**src/hdl/dor4_pkg.sv**
```systemverilog
package dor4_pkg;

  // Widths of the port fields.
  localparam int ID_W    = 16;
  localparam int IDX_W   = 3;
  localparam int SIDE_W  = 5;
  localparam int MAX_HOPS = 5;

  // Width of the power table entries (side to the fourth reaches 65536).
  localparam int POW_W   = 17;
  localparam int RECIP_W = 16;
  // Fixed point scale of the reciprocals.
  localparam int RECIP_SHIFT = 16;

  localparam logic [SIDE_W-1:0] SIDE_MIN   = 5'd2;
  localparam logic [SIDE_W-1:0] SIDE_MAX   = 5'd16;
  localparam logic [SIDE_W-1:0] SIDE_RESET = 5'd6;

  localparam int TAB_DEPTH = 17;

  // Powers of the side length, indexed [exponent - 1][side]. Entries below the
  // smallest side are never selected once the side has been saturated.
  localparam logic [POW_W-1:0] POW_TAB [4][TAB_DEPTH] = '{
    '{2, 2, 2, 3, 4, 5, 6, 7, 8, 9, 10, 11, 12, 13, 14, 15, 16},
    '{4, 4, 4, 9, 16, 25, 36, 49, 64, 81, 100, 121, 144, 169, 196, 225, 256},
    '{8, 8, 8, 27, 64, 125, 216, 343, 512, 729, 1000, 1331, 1728, 2197, 2744,
      3375, 4096},
    '{16, 16, 16, 81, 256, 625, 1296, 2401, 4096, 6561, 10000, 14641, 20736,
      28561, 38416, 50625, 65536}
  };

  // Truncated reciprocals of the first three powers, scaled by 2^16.
  localparam logic [RECIP_W-1:0] RECIP_TAB [3][TAB_DEPTH] = '{
    '{32768, 32768, 32768, 21845, 16384, 13107, 10922, 9362, 8192, 7281, 6553,
      5957, 5461, 5041, 4681, 4369, 4096},
    '{16384, 16384, 16384, 7281, 4096, 2621, 1820, 1337, 1024, 809, 655, 541,
      455, 387, 334, 291, 256},
    '{8192, 8192, 8192, 2427, 1024, 524, 303, 191, 128, 89, 65, 49, 37, 29, 23,
      19, 16}
  };

  typedef struct packed {
    logic [ID_W-1:0] source_node;
    logic [ID_W-1:0] dest_node;
  } route_req_t;

  typedef struct packed {
    logic [ID_W-1:0]  hop_node;
    logic [IDX_W-1:0] hop_index;
    logic             last_hop;
    logic             bad_id;
  } route_hop_t;

  // Control handed from the arithmetic pipeline to the hop serialiser.
  typedef struct packed {
    logic                valid;
    logic                bad;
    logic [MAX_HOPS-1:0] hops;
  } route_ctl_t;

  function automatic logic [SIDE_W-1:0] side_sat(input logic [SIDE_W-1:0] v);
    logic [SIDE_W-1:0] s;
    s = v;
    if (v < SIDE_MIN) begin
      s = SIDE_MIN;
    end else if (v > SIDE_MAX) begin
      s = SIDE_MAX;
    end
    return s;
  endfunction

endpackage

```
**src/hdl/dor4_divmod.sv**
```systemverilog
module dor4_divmod #(
  parameter int NODE_BITS = 16
) (
  input  logic                             clk,
  input  logic                             en,
  input  logic [NODE_BITS-1:0]             x_i,
  input  logic [dor4_pkg::RECIP_W-1:0]     recip_i,
  input  logic [dor4_pkg::POW_W-1:0]       mod_i,
  output logic [NODE_BITS-1:0]             rem_o
);

  localparam int PROD_W = NODE_BITS + dor4_pkg::RECIP_W;
  localparam int BACK_W = NODE_BITS + dor4_pkg::POW_W;

  logic [PROD_W-1:0]    prod;
  logic [BACK_W-1:0]    back;
  logic [NODE_BITS-1:0] x1_r, q1_r, r2_r, r3_r;
  logic [NODE_BITS-1:0] r2_nxt, r3_nxt;

  // The truncated reciprocal gives a quotient that is exact or one short, so
  // the partial remainder stays below twice the modulus.
  assign prod   = PROD_W'(x_i) * PROD_W'(recip_i);
  assign back   = BACK_W'(q1_r) * BACK_W'(mod_i);
  assign r2_nxt = x1_r - back[NODE_BITS-1:0];
  assign r3_nxt = (dor4_pkg::POW_W'(r2_r) >= mod_i) ? r2_r - mod_i[NODE_BITS-1:0] : r2_r;

  always_ff @(posedge clk) begin
    if (en) begin
      x1_r <= x_i;
      q1_r <= prod[dor4_pkg::RECIP_SHIFT +: NODE_BITS];
      r2_r <= r2_nxt;
      r3_r <= r3_nxt;
    end
  end

  assign rem_o = r3_r;

endmodule

```
**config.mk**
```make
export PLATFORM = sky130hd
export DESIGN_NAME = dor4_divmod
export DESIGN_NICKNAME = d
export VERILOG_FILES = /design/src/hdl/dor4_pkg.sv /design/src/hdl/dor4_divmod.sv
export SDC_FILE = /design/constraint.sdc
export NUM_CORES = 1
export LEC_CHECK = 0
export BUFFER_PORTS_ARGS = -buffer_cell sky130_fd_sc_hd__buf_2
export CORE_MARGIN = 3
export CORE_UTILIZATION = 55
export DETAILED_ROUTE_END_ITERATION = 7
export PLACE_DENSITY = 0.79
export SLEW_MARGIN = 20
export SYNTH_ARGS = -nofsm -noshare
export SYNTH_HDL_FRONTEND = slang
export SYNTH_SLANG_ARGS = --single-unit
```
**constraint.sdc**
```tcl
create_clock -name clk -period 7.21 [get_ports clk]
set_input_delay 0.3605 -clock clk [delete_from_list [all_inputs] [get_ports clk]]
set_output_delay 0.3605 -clock clk [all_outputs]
set_load 0.02 [all_outputs]
```
==> summary.txt, run 1 <==
Status
  – Run status: finished clean

Route
  – Met2 wire len: 16700 um
  – DR vias: roughly 11000
  – Routed vias/inst: 5.38
  – DRC viols: 0
  – Iteration-0 DRC count of the detailed router: 635
  – Remaining antenna violation count: 0
  – Top Metal Used: met4
  – Iteration count of the initial detailed-routing pass: 5
  – WL met3: around 2800 um
  – Post-Route WL: ~35000 um
  – Drt wl/cell: roughly 17 um
  – Met1 WL: between 10000 and 15000 um

STA
  – Setup Skew: approximately 0.015 ns
  – Relative slew slack: 0.355
  – Final Hold Vio Count: 0
  – Number of setup violations in the final report: 0
  – Setup ws final: between 1 and 1.5 ns
  – Maximum clock frequency: 171 MHz
  – Fin crit share: 0.813
  – Setup TNS: 0 ns
  – Unrepaired setup endpoints after global routing: no
  – Minimum clock period: between 5 and 6 ns
  – Max Slew Vio Count: 0
  – Worst Tran Pin Value: between 0.9 and 1 ns

Floorplan
  – Top Ports: 67
  – Horiz. Die Dim: between 150 and 200 um
  – Initial Util: 0.566
  – Core ar.: between 20000 and 30000 um^2
  – Die height: around 170 um
  – Die area: between 30000 and 40000 um^2
  – Rows: 60

CTS
  – CTS clk-pin slew, worst paths: 0.06 ns
  – Num CTS Buffers: 9
  – CTS tree: yes
  – Post-cts sizing count: 0
  – Hold-fix buffers, CTS: 0
  – Sink Count: 64
  – Clock Latency Late Sink: 0.35 ns
  – Setup bufs post-CTS: 0
  – Clock root cell: clkbuf_16
  – Clock Path Buffers: 2
  – H-Tree Depth: 3

Global route
  – Gr ovfl total: 0
  – GRT Overall Usage: 0.241
  – Initial antenna violation count: 0
  – Vias in the first global route: 11900
  – Largest net degree at the start of global routing: 65
  – First-pass GRT wire length: roughly 59000 um

Synthesis
  – Count leader, synth: inv_1
  – Cells after Synth: 1626
  – Synth Flop Type: edfxtp_1
  – Syn Area/Cell: between 9 and 10 um^2
  – Area contributors post-synth: fa_1 (38%), ha_1 (14%), edfxtp_1 (12%)
  – Compound-Gate Fraction of Synth Area: 0.0456
  – #FFs+latches synth: 64
  – Post-Synth Adder-Cell Area: 0.513
  – Syn. warnings: 0
  – Synth Cell Area: ~15000 um^2
  – Netlist cell types: 56
  – Yosys top cell by area: fa_1
  – Main combinational cell family by area after synthesis: adder cells
  – XOR/XNOR Fraction of Synth Area: 0.0402
  – Synth Net Count: roughly 2100
  – Post-synth top cells: inv_1 (363), fa_1 (290), nand2_1 (211)
  – Simple-Gate Fraction of Synth Area: 0.161
  – Ys async rst share: 0
  – Share of the synthesized area in the top cell type: 0.375
  – Register area share after synthesis: 0.124
  – Post-synth EDFFs: 64
  – Multiplexer share of the synthesized area: 0.0134

Setup path
  – Most frequent CP cell: fa_1
  – Worst setup EP type: flip-flop
  – CP peak stage delay: approximately 0.54 ns
  – Reg2reg end: r2_r[15]
  – Required time worst endpoint: 7.30 ns
  – Reg2reg path depth: 14
  – Crit Path Max Fanout: 17
  – Startpoint Class: input port
  – CP Launch Point: x_i[8]
  – Worst R2R Start: q1_r[1]
  – Max stage delay cell, worst path: fa_1
  – Worst Setup Path Type: in2reg
  – CP Data Arrival Time: between 5 and 6 ns
  – Crit-path cells: buf_2 -> and2_1 -> fa_1 -> inv_1 -> fa_1 -> fa_1 -> inv_1 -> fa_1 -> fa_1 -> inv_1 -> fa_1 -> inv_1 -> ha_1 -> a21oi_1 -> nand2_1 -> a221oi_1 -> o21ai_1 -> o21a_1 -> a21oi_1 -> o21ai_0 -> xor2_1
  – Reg2reg setup slack: between 1.5 and 2 ns

Hold path
  – Hold EP: x1_r[11]
  – Worst hold start: x_i[11]
  – Hold crit path type: in2reg
  – Worst hold path depth: 1

Place
  – Pre-CTS setup slack: around 1.0 ns
  – Half-perimeter wire length after placement: between 20000 and 30000 um
  – # port buffers: 66
  – Final RePlAce weighted congestion: around 0.9

Layout
  – ANT cells: 0
  – Fillers: 2339
  – Share of layout cells above drive strength 1: 0.0586
  – Multi-input logic area: about 12000 um^2
  – Util after Layout: 0.599
  – Area delta synth->final: 5.87%
  – Reg area: approximately 1900 um^2
  – Final net count: roughly 2200

Job
  – Max_cap viols: 0
## registers in the layout, indices dropped and copies added, names as in the netlist
register	count
q1_r	16
rem_o	16
x1_r	16
r2_r	16
## worst max-delay path: cells and delay by family
family | cells | cell delay [ns]
buffers and inverters | 5 | 0.41
AND/OR/NAND/NOR | 2 | 0.29
AO/OA/AOI/OAI | 6 | 1.43
XOR/XNOR | 1 | 0.16
adder cells (fa/ha/maj) | 7 | 3.26
## area by class of cell
| type | count | share of cell area |
|---|---|---|
| multi-input combinational | 1146 | 0.731 |
| sequential | 64 | 0.117 |
| inverter | 363 | 0.0832 |
| tap | 372 | 0.0284 |
| timing repair buffer | 67 | 0.0206 |
| clock buffer | 9 | 0.0138 |
| clock inverter | 7 | 0.00588 |
## kinds of logic after synthesis
group	after synthesis
and+or+nand+nor	494
adders and majority gates	460
buffers and inverters	416
AOI/OAI and AO/OA	105
xor gates and xnor gates	71
DFF	64
muxes	16
## worst max path at each step
| stage | endpoint | slack, ns | depth (start not counted) |
|---|---|---|---|
| after floorplan | q1_r[10] | 1.50 | 20 |
| after global placement | q1_r[10] | 1.12 | 20 |
| after detailed placement | q1_r[12] | 1.01 | 20 |
| after CTS | q1_r[10] | 1.35 | 21 |
| after global routing | q1_r[10] | 1.01 | 20 |
| final | q1_r[10] | 1.35 | 21 |
## layer usage
layer,up-vias,global-route usage
met4,0,0.0630
met2,422,0.410
li1,4997,-
met1,5430,0.318
met5,-,0
met3,63,0.0469
## placed cells by master (no fill, tap or decap), drive strengths merged, types with 2 or more instances in the layout
cell | Yosys | routed
o31ai | 2 | 2
o211ai | 7 | 7
clkbuf | 48 | 9
nand2b | 5 | 5
mux2i | 2 | 2
clkinvlp | 0 | 2
a21boi | 3 | 3
a211o | 2 | 2
clkinv | 0 | 3
and3 | 2 | 2
nor2b | 7 | 7
a211oi | 6 | 6
nand2 | 211 | 211
o21a | 7 | 7
a21o | 11 | 11
xor2 | 20 | 20
edfxtp | 64 | 64
o21bai | 5 | 5
inv | 363 | 363
o41ai | 2 | 2
and2 | 204 | 204
mux2 | 14 | 14
a311oi | 2 | 2
nor2 | 22 | 22
nand3 | 11 | 11
a21oi | 29 | 29
nor3 | 8 | 8
a31oi | 2 | 2
nor4 | 4 | 4
xnor2 | 51 | 51
nand4 | 9 | 9
ha | 170 | 170
or3 | 5 | 5
fa | 290 | 290
o311ai | 2 | 2
buf | 5 | 67
bufinv | 0 | 2
o21ai | 18 | 18
## through the flow
stage,std cells,hold WS [ns],area (um^2)
floorplan,1626,0.459,15500
global placement,2012,0.574,16100
detailed placement,2012,0.577,16100
CTS,2028,0.414,16400
global route,2028,0.436,16400
finish,2028,0.424,16400
Power of run 1 is left out: the tool's default activity adds up to more than one toggle a clock period on the data nets, which glitch-free logic cannot reach.
==> run 2, diff against run 1 <==
Settings changed: PLACE_DENSITY 0.79 to 0.82.
Clock period 7.21 ns to 4.8 ns, I/O delays scaled along.
==> run 2 against run 1 <==
Compared with the run above: the run now ends with negative setup slack left; first-iteration DRC count is 4.4% higher; core utilization is 7.0 points higher; count of clock-buffer cells in the layout is 1 higher; flip-flop and latch count stayed put; via count is 8.4% higher; die area stayed put; cell count is 9.0% higher; cell area is 12% higher; setup slack worse by 1.8 ns; register-to-register slack worse by 2.0 ns.
==> summary.txt, run 2 (synthesis gave the netlist of run 1 again) <==
CTS
  – Clock Latency Late Sink: 0.35 ns (about the same)
  – Clock root cell: clkbuf_16
  – CTS clk-pin slew, worst paths: 0.06 ns (about the same)
  – Sink Count: 64 (unchanged)
  – Num CTS Buffers: 9 (unchanged)
  – H-Tree Depth: 3 (unchanged)
  – Clock Path Buffers: 2 (unchanged)
  – CTS tree: yes

Setup path
  – Crit-path cells: buf_2 -> nand2_1 -> fa_1 -> fa_2 -> fa_2 -> fa_1 -> inv_1 -> fa_1 -> inv_1 -> fa_1 -> inv_2 -> ha_4 -> nand4_1 -> a211oi_2 -> a221oi_2 -> buf_4 -> o21ai_4 -> o211ai_1 -> nand3b_1 -> a21oi_2 -> xnor2_1
  – Worst Setup Path Type: in2reg
  – Crit Path Max Fanout: 7 (-10)
  – Max stage delay cell, worst path: fa_2
  – CP Data Arrival Time: 5.36 ns (-0.59 ns)
  – Required time worst endpoint: 4.90 ns (-2.40 ns)
  – Startpoint Class: input port
  – CP peak stage delay: 0.61 ns (+0.07 ns)
  – Worst setup EP type: flip-flop
  – Most frequent CP cell: fa_1

Route
  – Iteration count of the initial detailed-routing pass: 5 (unchanged)
  – Routed vias/inst: 5.35 (-0.50%)
  – DR vias: 11800 (+8.4%)
  – DRC viols: 0 (unchanged)
  – Remaining antenna violation count: 0 (unchanged)
  – Post-Route WL: 38400 um (+11%)
  – Iteration-0 DRC count of the detailed router: 663 (+4.4%)
  – Drt wl/cell: 17.4 um (+2.1%)

Status
  – Violations in the final reports: negative setup slack
  – Run status: finished with violations

Hold path
  – Hold crit path type: in2reg

Layout
  – Fin cells: 2210 (+9.0%)
  – Post-layout instance area: 18300 um^2 (+12%)
  – Final net count: 2343 (+8.4%)
  – Share of layout cells above drive strength 1: 0.204 (+0.146)
  – Commonest non-fill, non-tap cell in the layout: inv_1
  – Commonest non-fill, non-tap cells in the layout: inv_1 (350), fa_1 (278), nand2_1 (209)
  – Area delta synth->final: 18.3%
  – Fillers: 2015 (-14%)

Global route
  – First-pass GRT wire length: 63700 um (+8.5%)
  – Gr ovfl total: 0 (unchanged)
  – GRT Overall Usage: 0.261 (+0.0205)
  – Initial antenna violation count: 1 (+1)
  – Vias in the first global route: 13200 (+11%)
  – Largest net degree at the start of global routing: 65 (unchanged)

Floorplan
  – Horiz. Die Dim: 174 um (unchanged)
  – Core ar.: 27300 um^2 (unchanged)
  – Die area: 30200 um^2 (unchanged)
  – Die height: 174 um (unchanged)
  – Top Ports: 67 (unchanged)
  – Rows: 60 (unchanged)
  – Initial Util: 0.566 (unchanged)

Place
  – # port buffers: 66 (unchanged)
  – Pre-CTS setup slack: -0.788 ns (-1.80 ns)
  – Final RePlAce weighted congestion: 0.923 (+0.46%)
  – Half-perimeter wire length after placement: 31400 um (+13%)
  – Placement Cell Area: 17500 um^2 (+9.0%)
  – Post-Place Cells: 2174 (+8.1%)

STA
  – Unrepaired setup endpoints after global routing: yes
  – Relative slew slack: 0.430 (+0.0757)
  – Setup Skew: 0.0134 ns (-0.00155 ns)
  – Number of setup violations in the final report: 23 (+23)
  – Final Hold Vio Count: 0 (unchanged)
  – Maximum clock frequency: roughly 190 MHz
  – Max Slew Vio Count: 0 (unchanged)
  – Fin crit share: 1.10
  – Setup ws final: -0.461 ns (-1.81 ns)
  – Minimum clock period: between 5 and 6 ns
  – Worst Tran Pin Value: 0.855 ns (-0.114 ns)

Job
  – Max_cap viols: 0 (unchanged)
-- run 2: metal layers --
metal  track usage  vias up  routed length (um)
met5             0        -                   0
met4        0.0918        0                1250
met3        0.0480      110                2790
met2         0.454      441               19000
met1         0.329     5915               15400
li1              -     5366                   -
-- run 2: cell type report --
type | instances | area (um^2) | share of cell area
diodes | 1 | 2.50 | 0.000137
clock buffers | 10 | 229 | 0.0125
clock inverters | 6 | 36.3 | 0.00198
inverters | 363 | 1360 | 0.0745
multi-input cells | 1146 | 12400 | 0.679
flip-flops and latches | 64 | 1920 | 0.105
well taps | 372 | 465 | 0.0254
repair buffers | 248 | 1850 | 0.101
-- run 2: worst max-delay path, delay by kind of cell --
| kind | cells | cell delay, ns |
|---|---|---|
| AOI/OAI and AO/OA | 5 | 0.80 |
| and+or+nand+nor | 3 | 0.41 |
| buffers and inverters | 5 | 0.50 |
| xor gates and xnor gates | 1 | 0.12 |
| adders and majority gates | 7 | 3.29 |
-- run 2: final timing paths --
kind,slack [ns],to,cells past startpoint,from
hold reg to reg,0.59,rem_o[3],1,r2_r[3]
setup reg to reg,-0.42,r2_r[14],16,q1_r[5]
setup / recovery,-0.46,q1_r[14],21,recip_i[2]
hold / removal,0.23,x1_r[4],1,x_i[4]
-- run 2: repair_timing --
| item | 4_1_cts | 5_1_grt |
|---|---|---|
| setup endpoints to repair | 23 | 23 |
| hold buffers | 0 | 0 |
| buffers inserted | 16 | 7 |
| pin swaps | 36 | 35 |
| resized for setup | 75 | 36 |
-- run 2: stage by stage --
stage	setup TNS, ns	utilization	hold slack (ns)
after CTS	-5.79	0.663	0.212
after detailed placement	-13.74	0.640	0.569
after floorplan	-4.22	-	0.339
after global routing	-11.63	0.669	0.221
after global placement	-11.72	0.640	0.566
final	-7.84	0.670	0.231
Power of run 2 is left out for the same reason.
