<file path="src/hdl/dor4_pkg.sv">
package dor4_pkg;

  // Widths of the port fields.
  localparam int ID_W    = 16;
  localparam int IDX_W   = 3;
  localparam int SIDE_W  = 5;
  localparam int MAX_HOPS = 5;

  // Width of the power table entries (side to the fourth reaches 65536).
  localparam int POW_W   = 17;
  localparam int RECIP_W = 16;
  // Fixed point scale of the reciprocals.
  localparam int RECIP_SHIFT = 16;

  localparam logic [SIDE_W-1:0] SIDE_MIN   = 5'd2;
  localparam logic [SIDE_W-1:0] SIDE_MAX   = 5'd16;
  localparam logic [SIDE_W-1:0] SIDE_RESET = 5'd6;

  localparam int TAB_DEPTH = 17;

  // Powers of the side length, indexed [exponent - 1][side]. Entries below the
  // smallest side are never selected once the side has been saturated.
  localparam logic [POW_W-1:0] POW_TAB [4][TAB_DEPTH] = '{
    '{2, 2, 2, 3, 4, 5, 6, 7, 8, 9, 10, 11, 12, 13, 14, 15, 16},
    '{4, 4, 4, 9, 16, 25, 36, 49, 64, 81, 100, 121, 144, 169, 196, 225, 256},
    '{8, 8, 8, 27, 64, 125, 216, 343, 512, 729, 1000, 1331, 1728, 2197, 2744,
      3375, 4096},
    '{16, 16, 16, 81, 256, 625, 1296, 2401, 4096, 6561, 10000, 14641, 20736,
      28561, 38416, 50625, 65536}
  };

  // Truncated reciprocals of the first three powers, scaled by 2^16.
  localparam logic [RECIP_W-1:0] RECIP_TAB [3][TAB_DEPTH] = '{
    '{32768, 32768, 32768, 21845, 16384, 13107, 10922, 9362, 8192, 7281, 6553,
      5957, 5461, 5041, 4681, 4369, 4096},
    '{16384, 16384, 16384, 7281, 4096, 2621, 1820, 1337, 1024, 809, 655, 541,
      455, 387, 334, 291, 256},
    '{8192, 8192, 8192, 2427, 1024, 524, 303, 191, 128, 89, 65, 49, 37, 29, 23,
      19, 16}
  };

  typedef struct packed {
    logic [ID_W-1:0] source_node;
    logic [ID_W-1:0] dest_node;
  } route_req_t;

  typedef struct packed {
    logic [ID_W-1:0]  hop_node;
    logic [IDX_W-1:0] hop_index;
    logic             last_hop;
    logic             bad_id;
  } route_hop_t;

  // Control handed from the arithmetic pipeline to the hop serialiser.
  typedef struct packed {
    logic                valid;
    logic                bad;
    logic [MAX_HOPS-1:0] hops;
  } route_ctl_t;

  function automatic logic [SIDE_W-1:0] side_sat(input logic [SIDE_W-1:0] v);
    logic [SIDE_W-1:0] s;
    s = v;
    if (v < SIDE_MIN) begin
      s = SIDE_MIN;
    end else if (v > SIDE_MAX) begin
      s = SIDE_MAX;
    end
    return s;
  endfunction

endpackage

</file>
<file path="src/hdl/dor4_serial.sv">
module dor4_serial #(
  parameter int NODE_BITS = 16
) (
  input  logic                   clk,
  input  logic                   rst_n,
  input  dor4_pkg::route_ctl_t   ctl_i,
  input  logic [NODE_BITS-1:0]   nodes_i [dor4_pkg::MAX_HOPS],
  output logic                   ready_o,
  output logic                   out_valid,
  input  logic                   out_ready,
  output dor4_pkg::route_hop_t   out_data
);

  localparam int HOPS = dor4_pkg::MAX_HOPS;
  localparam int SEL_W = $clog2(HOPS);

  logic                          ser_valid_r, ser_valid_nxt;
  logic [HOPS-1:0]               ser_mask_r, ser_mask_nxt;
  logic                          ser_bad_r;
  logic [dor4_pkg::IDX_W-1:0]    ser_idx_r;
  logic [NODE_BITS-1:0]          ser_node_r [HOPS];
  logic                          out_valid_r, out_valid_nxt;
  dor4_pkg::route_hop_t          out_data_r, hop_nxt;

  logic [SEL_W-1:0] sel;
  logic [HOPS-1:0]  rest;
  logic             is_last, out_load, take;

  always_comb begin
    sel = '0;
    for (int i = HOPS - 1; i >= 0; i--) begin
      if (ser_mask_r[i]) begin
        sel = SEL_W'(i);
      end
    end
    rest    = ser_mask_r & ~(HOPS'(1) << sel);
    is_last = ser_bad_r || (rest == '0);
  end

  assign out_load = ser_valid_r && (!out_valid_r || out_ready);
  assign ready_o  = !ser_valid_r || (out_load && is_last);
  assign take     = ctl_i.valid && ready_o;

  always_comb begin
    hop_nxt.hop_node  = ser_bad_r ? '0 : dor4_pkg::ID_W'(ser_node_r[sel]);
    hop_nxt.hop_index = ser_idx_r;
    hop_nxt.last_hop  = is_last;
    hop_nxt.bad_id    = ser_bad_r;
  end

  always_comb begin
    ser_valid_nxt = ser_valid_r;
    ser_mask_nxt  = ser_mask_r;
    if (take) begin
      ser_valid_nxt = 1'b1;
      ser_mask_nxt  = ctl_i.bad ? HOPS'(1) : ctl_i.hops;
    end else if (out_load) begin
      ser_valid_nxt = !is_last;
      ser_mask_nxt  = rest;
    end
    out_valid_nxt = out_valid_r;
    if (out_load) begin
      out_valid_nxt = 1'b1;
    end else if (out_ready) begin
      out_valid_nxt = 1'b0;
    end
  end

  always_ff @(posedge clk) begin
    if (!rst_n) begin
      ser_valid_r <= 1'b0;
      out_valid_r <= 1'b0;
    end else begin
      ser_valid_r <= ser_valid_nxt;
      out_valid_r <= out_valid_nxt;
    end
  end

  always_ff @(posedge clk) begin
    ser_mask_r <= ser_mask_nxt;
    if (take) begin
      ser_bad_r  <= ctl_i.bad;
      ser_idx_r  <= '0;
      ser_node_r <= nodes_i;
    end else if (out_load) begin
      ser_idx_r <= ser_idx_r + dor4_pkg::IDX_W'(1);
    end
    if (out_load) begin
      out_data_r <= hop_nxt;
    end
  end

  assign out_valid = out_valid_r;
  assign out_data  = out_data_r;

endmodule

</file>
<file path="config.mk">
export PLATFORM = sky130hd
export DESIGN_NAME = dor4_serial
export DESIGN_NICKNAME = d
export VERILOG_FILES = /design/src/hdl/dor4_pkg.sv /design/src/hdl/dor4_serial.sv
export SDC_FILE = /design/constraint.sdc
export NUM_CORES = 1
export LEC_CHECK = 0
export ABC_AREA = 1
export ABC_CLOCK_PERIOD_IN_PS = 2830
export BUFFER_PORTS_ARGS = -buffer_cell sky130_fd_sc_hd__buf_2
export CAP_MARGIN = 15
export CORE_MARGIN = 3
export CORE_UTILIZATION = 35
export CTS_CLUSTER_SIZE = 25
export DETAILED_ROUTE_END_ITERATION = 8
export GPL_TIMING_DRIVEN = 0
export PLACE_DENSITY_LB_ADDON = 0.15
export SLEW_MARGIN = 15
export SYNTH_ARGS = -nofsm -noshare
export SYNTH_HDL_FRONTEND = slang
export SYNTH_SLANG_ARGS = --single-unit
</file>
<file path="constraint.sdc">
create_clock -name clk -period 2.83 [get_ports clk]
set_input_delay 0.1415 -clock clk [delete_from_list [all_inputs] [get_ports clk]]
set_output_delay 0.1415 -clock clk [all_outputs]
set_load 0.1 [all_outputs]
</file>
==> impl_metrics.yaml, run 1 <==
status:
  status: "finished, final reports clean"
global_routing:
  grt_start_max_net_pins: 85
  grt_util_met2_pct: 27.7
  use_met3_pct: 4.95
  use_met1_pct: 18.2
  grt_pass1_wl_mm: 17.2
  busiest_layer: "met2"
  overflow: 0
  grt_usage_pct: 15.7
  grt_antenna_before_repair: 0
  grt_pass1_vias: 3500
synth:
  synthCells: 373
  synth_top_family_by_area: "simple AND/OR/NAND/NOR gates"
  yosys_warnings: 0
  synthesis.area_um2: 4540
  synth_compound_area_share_pct: 2.51
  synthAdderAreaFrac_pct: 0.276
  synth_top_cell_by_area: "edfxtp_1"
  synth-seq-cells: 112
  syn-num-nets: 464
  avgSynthCellArea_um2: 12.2
  synth_top_area_share_pct: 70.8
  synth-simple-area-share_pct: 17.6
  synth.distinct_cells: 25
  synth_xor_area_share_pct: 0.386
  synthMuxAreaShare_pct: 0
  ys_seq_area_share_pct: 73.0
  synth.top_cells.by_area: "edfxtp_1, nand3_1, nand2_1"
clocking:
  cts_setup_buffers: 0
  path_clk_slew_ps: 70
  cts_root_buf: "clkbuf_16"
  cts_tree: "built"
  cts.sinks: 112
  htree_num_levels: 3
  clk-insertion-delay-late_ps: 350
  cts_inserted_buffers: 9
  cts_hold_buffers: 80
  clock_path_buffers: 2
  cts-resized-gates: 0
critical_path:
  cpMaxStageDelayCell: "inv_6"
  start_kind: "register"
  crit_type: "reg -> reg"
  cp_cell_sequence: "nor2_1, buf_6, nor2_2, nor2_1, nand2_1, nand2_2, nand2_2, nand2_4, nand2_4, inv_6"
  reg2reg_slack_ps: 430
  cp_max_fo: 84
  critPathMaxStageDelay_ps: 510
  crit_required_ps: 2810
  arrival_ps: 2380
  end_kind: "register"
timing:
  finalSetupViolCount: 0
  fin_tns_setup_ps: 0
  slew-limit-headroom_pct: 47.4
  skew_ps: 3.97
  rsz0062_at_grt: "no"
  fmax_mhz: 417
  post-route-period-util_pct: 84.7
  worst_slew_pin_slew_ps: 789
  finalHoldViolCount: 0
  fin_crit_ps: 2400
  maxSlewViolCount: 0
pwr:
  irDropWorstVdd_mv: 0.438
  combPwrFrac_pct: 20.8
  clkPwrFrac_pct: 30.6
  p_per_area_nw_per_um2: 648
  internal_power_uw: 2940
  leakage_uw: 0.00274
  seqPwrFrac_pct: 48.6
  power.switching_uw: 1210
  p_sw_share_pct: 29.2
hold_path:
  hp-class: "in -> reg"
routing:
  wire_per_inst_um: 14.2
  drt_wl_total_mm: 10.6
  viasPerCell: 4.41
  dr_total_vias: 3305
  ant_nets: 0
  dr.pass1.iters: 4
  drt_iter0_markers: 177
  drc: 0
floorplanning:
  start_util_pct: 36.7
  row_count: 40
  core_area_um2: 12400
  die_h_um: 120
  dieArea_um2: 14400
  die_w_um: 120
  ios: 113
cells_and_area:
  diodes: 0
  drive_above_1_share_pct: 26.9
  nets: 667
  final_common_cell: "buf_2"
  syn2layout_area_growth_pct: 41.2
  final_cell_mix: "buf_2, edfxtp_1, nand2_1, dlygate4sd3_1, nand3_1"
  finish.utilization_pct: 51.9
placement:
  gp_congestion: 0.740
  io_buffers: 112
  dp.final_hpwl_mm: 6.67
run:
  maxCapViolCount: 0
logic make-up after synthesis:
group,Yosys count
buf+inv,66
flops,112
fa+ha+maj,1
xor+xnor,2
simple gates,172
compound gates,20
per-stage QoR:
step | total power (µW) | instance area (µm²) | hold WS [ps] | std cells | setup WS (ps)
floorplan | 2620 | 4550 | 240 | 373 | 35.8
CTS | 4210 | 6410 | 16.6 | 749 | 400
global placement | 2840 | 5320 | 317 | 653 | 450
detailed placement | 2850 | 5320 | 320 | 653 | 416
finish | 4150 | 6410 | 32.3 | 749 | 433
global route | 4350 | 6410 | 16.7 | 749 | 198
final cells by class:
class                      instances  area, µm²
buffer                            14       87.6
clock buffer                       9        225
clock inverter                     7       68.8
fill                            1111       5950
inverter                          52        204
multi-input combinational        195        941
sequential                       112       3310
tap                              168        210
timing repair buffer             192       1360
worst max-delay path, delay by kind of cell, from the launching register on:
family / cells / cell delay [ps]
AND/OR/NAND/NOR: 8 / 750
flip-flops: 1 / 470
buffers and inverters: 2 / 700
sequential cells by signal, indices dropped and copies added, names as in the netlist:
signal       count
ser_mask_r       5
ser_idx_r        3
ser_node_r      80
ser_bad_r        1
ser_valid_r      1
out_data        21
out_valid        1
metal layers:
metal / up-vias / wire length, µm / share of wire, %
met5: - / 0 / 0
met4: 0 / 213 / 2.0
met3: 18 / 567 / 5.3
met2: 92 / 5490 / 52
met1: 1530 / 4370 / 41
li1: 1665 / - / -
power groups by stage:
stage,Combinational (µW),Sequential (µW),Clock (µW)
after floorplan,355,2260,0
after CTS,877,2020,1310
after global placement,785,2060,0
after detailed placement,790,2060,0
final,863,2020,1270
after global routing,945,2030,1370
synth_stat cells, drive strengths merged:
cell,count
xnor2,1
nand2,88
edfxtp,107
nand3,69
inv,52
nor2,14
nor3,1
a21boi,1
ha,1
dfxtp,5
xor2,1
clkbuf,2
buf,12
a21oi,19
path summary, 6_finish.rpt:
| check | start | endpoint | cells past startpoint |
|---|---|---|---|
| worst max register to register | ser_mask_r[1]$_DFFE_PP_ | ser_node_r[3]$_DFFE_PP_ | 10 |
| worst min-delay path | rst_n | out_valid$_SDFFE_PN0P_ | 3 |
| worst min register to register | ser_idx_r[2]$_SDFFE_PP0P_ | out_data[4]$_DFFE_PP_ | 0 |
| worst max-delay path | ser_mask_r[1]$_DFFE_PP_ | ser_node_r[3]$_DFFE_PP_ | 10 |
Note: power is estimated with default switching activity, not from simulation.
==> inputs of run 2 (changes only) <==
ABC_CLOCK_PERIOD_IN_PS = 2360   (was 2830)
clock period = 2.36 ns   (was 2.83 ns; I/O delays follow)
==> run 2 against run 1 <==
Worst hold slack worse by 3.5 ps; via count is 0.15% lower; register-to-register slack worse by 210 ps; sequential share of layout area is 0.28 points lower; design area is 0.66% higher; clock-buffer cell count stayed put; critical path type unchanged; first-iteration DRC count is 9.0% lower; sequential cell count stayed put; clock power is 14% higher; largest power group unchanged.
==> impl_metrics.yaml, run 2 (synthesis gave the netlist of run 1 again) <==
status:
  status: "finished, final reports clean"
cells_and_area:
  largest-register: "ser_node_r"
  largest_reg_flops: 80
  final_cell_area_um2: 6450
  final_common_cell: "buf_2"
  syn2layout_area_growth_pct: 42.2
  fillers: 1094
  drive_above_1_share_pct: 27.8
  final_cell_mix: "buf_2, edfxtp_1, nand2_1, dlygate4sd3_1, nand3_1"
  nets: 672
placement:
  gp_congestion: 0.770
  place_area_um2: 5320
  pre_cts_slack_ps: 50.1
  io_buffers: 112
  dp.final_hpwl_mm: 6.78
global_routing:
  grt_antenna_before_repair: 0
  grt_start_max_net_pins: 85
  grt_pass1_vias: 3448
  overflow: 0
  grt_usage_pct: 15.7
  grt_pass1_wl_mm: 17.0
routing:
  dr_total_vias: 3300
  viasPerCell: 4.37
  wire_per_inst_um: 14.3
  drt_iter0_markers: 161
  dr.pass1.iters: 4
  drc: 0
  ant_nets: 0
  drt_wl_total_mm: 10.8
critical_path:
  cpMaxStageDelayCell: "edfxtp_1"
  crit_family: "simple AND/OR/NAND/NOR gates"
  end_kind: "register"
  cp_cell_sequence: "nor2_1, buf_6, nor2_2, nor2_1, nand2_1, nand2_2, nand2_2, nand2_4, nand2_4, inv_16"
  start_kind: "register"
  crit_type: "reg -> reg"
  critPathMaxStageDelay_ps: 460
  crit_required_ps: 2360
  critPathBufInv: 2
  arrival_ps: 2140
  cp_max_fo: 84
floorplanning:
  core_area_um2: 12400
  die_h_um: 120
  dieArea_um2: 14400
  die_w_um: 120
  row_count: 40
  ios: 113
  start_util_pct: 36.7
timing:
  post-route-period-util_pct: 90.4
  finalHoldViolCount: 0
  fmax_mhz: 469
  rsz0062_at_grt: "no"
  fin_crit_ps: 2130
  skew_ps: 12.5
  finalSetupViolCount: 0
  worst_slew_pin_slew_ps: 597
  layout_setup_ws_ps: 228
  slew-limit-headroom_pct: 60.0
  fin_tns_setup_ps: 0
  maxSlewViolCount: 0
  whs_ps: 28.8
clocking:
  clk-insertion-delay-late_ps: 360
  cts_root_buf: "clkbuf_16"
  cts_tree: "built"
  cts_inserted_buffers: 9
  clock_path_buffers: 2
  cts.sinks: 112
  path_clk_slew_ps: 70
  htree_num_levels: 3
run:
  maxCapViolCount: 0
hold_path:
  hp-class: "in -> reg"
pwr:
  p_per_area_nw_per_um2: 763
  leakage_uw: 0.00276
  irDropWorstVdd_mv: 0.424
run 2: changes by cell type in the layout (fill, tap and decap cells not counted), sizes merged:
cell | before | now
buf | 124 | 126
dlygate4sd3 | 80 | 81
bufinv | 1 | 0
clkinvlp | 1 | 3
clkinv | 4 | 3
clkbuf | 11 | 12
inv | 53 | 54
diode | 0 | 1
run 2: power breakdown:
part / switching [µW] / total, µW / internal [µW] / leakage [µW]
clock network: 723 / 1450 / 730 / 0.000139
logic: 712 / 1050 / 339 / 0.00155
registers: 52.7 / 2420 / 2370 / 0.00107
run 2: final cells by class:
class | count | area (µm²) | area share (%)
Clock inverter | 7 | 53.8 | 0.834
Timing Repair inverter | 1 | 5.00 | 0.0775
Antenna cell | 1 | 2.50 | 0.0388
Clock buffer | 9 | 225 | 3.49
Timing Repair Buffer | 196 | 1400 | 21.6
Buffer | 14 | 87.6 | 1.36
Sequential cell | 112 | 3320 | 51.4
Multi-Input combinational cell | 195 | 941 | 14.6
Inverter | 52 | 215 | 3.33
Tap cell | 168 | 210 | 3.26
run 2: path summary, 6_finish.rpt:
path	start	end	slack, ps	cells past startpoint
worst min-delay path	ctl_i[5]	ser_bad_r$_DFFE_PP_	30	1
worst max register to register	ser_mask_r[1]$_DFFE_PP_	ser_node_r[67]$_DFFE_PP_	230	10
worst min register to register	ser_idx_r[2]$_SDFFE_PP0P_	out_data[4]$_DFFE_PP_	450	0
worst max-delay path	ser_mask_r[1]$_DFFE_PP_	ser_node_r[67]$_DFFE_PP_	230	10
run 2: layer usage:
metal | up-vias | share of wire (%) | global-route usage (%) | wire [µm]
met1 | 1510 | 42 | 17.9 | 4520
met4 | 0 | 1.4 | 5.23 | 150
li1 | 1681 | - | - | -
met3 | 12 | 4.9 | 4.52 | 530
met2 | 97 | 52 | 28.1 | 5620
met5 | - | 0 | 0 | 0
run 2: timing repair:
item	CTS	global route
gates resized for setup	0	3
setup endpoints to repair	0	82
hold buffers	81	0
endpoints found under the hold margin	81	0
buffers inserted	0	3
run 2: per-stage QoR:
stage	power [µW]	instances	utilization (%)
after floorplan	3140	373	-
after global placement	3410	653	43.1
after detailed placement	3420	653	43.1
after CTS	4980	750	51.9
after global routing	5160	754	52.2
final	4930	755	52.2
run 2: worst register-to-register path, cell delays in order (launching register included):
cell      delay (ps)
edfxtp_1         460
nor2_1           200
buf_6            190
nor2_2            50
nor2_1           100
nand2_1           80
nand2_2           80
nand2_2           60
nand2_4          100
nand2_4          120
inv_16           250
==> inputs of run 3 (changes only) <==
ABC_CLOCK_PERIOD_IN_PS = 2300   (was 2360)
clock period = 2.3 ns   (was 2.36 ns; I/O delays follow)
==> run 3 against run 2 <==
Combinational power about the same; sequential cell count unchanged; non-clock buffer count down 1; cell count down 0.13%; register-to-register slack about the same; critical path depth down 1; highest routed layer unchanged.
==> impl_metrics.yaml, run 3 (synthesis gave the netlist of run 1 again) <==
status:
  status: "finished, final reports clean"
clocking:
  cts.sinks: 112
  path_clk_slew_ps: 70
  clk-insertion-delay-late_ps: 350
  cts_root_buf: "clkbuf_16"
  cts_tree: "built"
  cts_inserted_buffers: 9
  clock_path_buffers: 2
  htree_num_levels: 3
timing:
  finalHoldViolCount: 0
  slew-limit-headroom_pct: 60.8
  fmax_mhz: 481
  skew_ps: 10.9
  worst_slew_pin_slew_ps: 585
  post-route-period-util_pct: 90.4
  finalSetupViolCount: 0
  maxSlewViolCount: 0
  fin_crit_ps: 2080
  rsz0062_at_grt: "no"
  whs_ps: 23.2
cells_and_area:
  drive_above_1_share_pct: 27.7
  final_common_cell: "buf_2"
  largest-register: "ser_node_r"
  largest_reg_flops: 80
  syn2layout_area_growth_pct: 42.2
  nets: 671
  final_cell_mix: "buf_2, edfxtp_1, nand2_1, dlygate4sd3_1, nand3_1"
pwr:
  seqPwrFrac_pct: 49.1
  leakage_uw: 0.00276
  combPwrFrac_pct: 21.3
  p_sw_share_pct: 30.3
  power.switching_uw: 1530
  p_per_area_nw_per_um2: 783
  p_total_uw: 5060
  irDropWorstVdd_mv: 0.436
  clkPwrFrac_pct: 29.6
  internal_power_uw: 3530
floorplanning:
  start_util_pct: 36.7
  die_w_um: 120
  ios: 113
  row_count: 40
  die_h_um: 120
  core_area_um2: 12400
  dieArea_um2: 14400
placement:
  gp_congestion: 0.770
  dp.final_hpwl_mm: 6.78
  io_buffers: 112
critical_path:
  cp_max_fo: 10
  crit_required_ps: 2180
  cpMaxStageDelayCell: "edfxtp_1"
  crit_type: "reg -> out"
  crit_family: "simple AND/OR/NAND/NOR gates"
  critPathBufInv: 2
  critPathMaxStageDelay_ps: 460
  arrival_ps: 1970
  end_kind: "output pin"
  start_kind: "register"
  cp_cell_sequence: "nor2_1, buf_6, nor2_2, nor2_1, nand2_1, nand2_2, nand2_2, nand2_4, buf_4"
global_routing:
  grt_start_max_net_pins: 85
  grt_usage_pct: 15.8
  overflow: 0
  grt_pass1_wl_mm: 17.1
  grt_pass1_vias: 3452
  grt_antenna_before_repair: 0
routing:
  drt_wl_total_mm: 10.8
  dr_total_vias: 3294
  viasPerCell: 4.37
  dr.pass1.iters: 4
  wire_per_inst_um: 14.3
  drt_iter0_markers: 149
  ant_nets: 0
  drc: 0
hold_path:
  hp-class: "in -> reg"
run:
  maxCapViolCount: 0
[run 3: changes by cell type in the layout (fill, tap and decap cells not counted), sizes merged]
cell,change
clkbuf,-1
clkinv,+1
inv,-1
[run 3: per-layer routing]
layer,part of all wire [%],up-vias,global-route usage [%]
li1,-,1676,-
met4,1.4,0,5.23
met3,4.9,12,4.52
met1,42,1508,18.1
met2,52,98,28.2
met5,0,-,0
[run 3: final cells by class]
class	count	area, µm²
diodes	1	2.50
plain buffers	14	87.6
clock buffers	9	225
clock inverters	7	53.8
fillers	1089	5910
inverters	52	225
multi-input cells	195	941
flip-flops and latches	112	3320
well taps	168	210
repair buffers	195	1390
repair inverters	1	5.00
[run 3: final timing paths]
kind,start,end,slack [ps],cells after the start
min,out_ready,out_valid$_SDFFE_PN0P_,20,4
max reg2reg,ser_mask_r[1]$_DFFE_PP_,ser_node_r[67]$_DFFE_PP_,240,10
max,ser_mask_r[1]$_DFFE_PP_,ready_o,220,9
min reg2reg,ser_idx_r[2]$_SDFFE_PP0P_,out_data[4]$_DFFE_PP_,450,0
[run 3: what timing repair did]
action | in CTS | in global routing
endpoints found under the hold margin | 82 | 0
setup endpoints to repair | 32 | 82
hold buffers | 81 | 0
gates resized for setup | 0 | 5
buffers inserted | 0 | 2
cloned | 1 | 0
[run 3: power by group through the flow]
stage	logic [µW]	clock network, µW	registers, µW
after CTS	1080	1540	2490
after global routing	1180	1620	2500
after detailed placement	974	0	2530
after floorplan	437	0	2780
final	1080	1490	2480
after global placement	965	0	2530
[run 3: metrics by stage]
stage / instance area, µm² / setup TNS, ps / setup slack (ps) / cells / utilization, %
6_report: 6460 / 0 / 220 / 754 / 52.2
5_1_grt: 6450 / 0 / 14.2 / 753 / 52.2
4_1_cts: 6420 / 0 / 10.5 / 751 / 51.9
3_5_place_dp: 5320 / -392 / -9.87 / 653 / 43.1
3_3_place_gp: 5320 / 0 / 28.5 / 653 / 43.1
2_1_floorplan: 4550 / 0 / 32.2 / 373 / -
[run 3: worst register-to-register path: stages (launching register included)]
cell and delay [ps]:
edfxtp_1 460, nor2_1 200, buf_6 190, nor2_2 50, nor2_1 100, nand2_1 80
nand2_2 80, nand2_2 70, nand2_4 100, nand2_4 130, clkinv_16 190
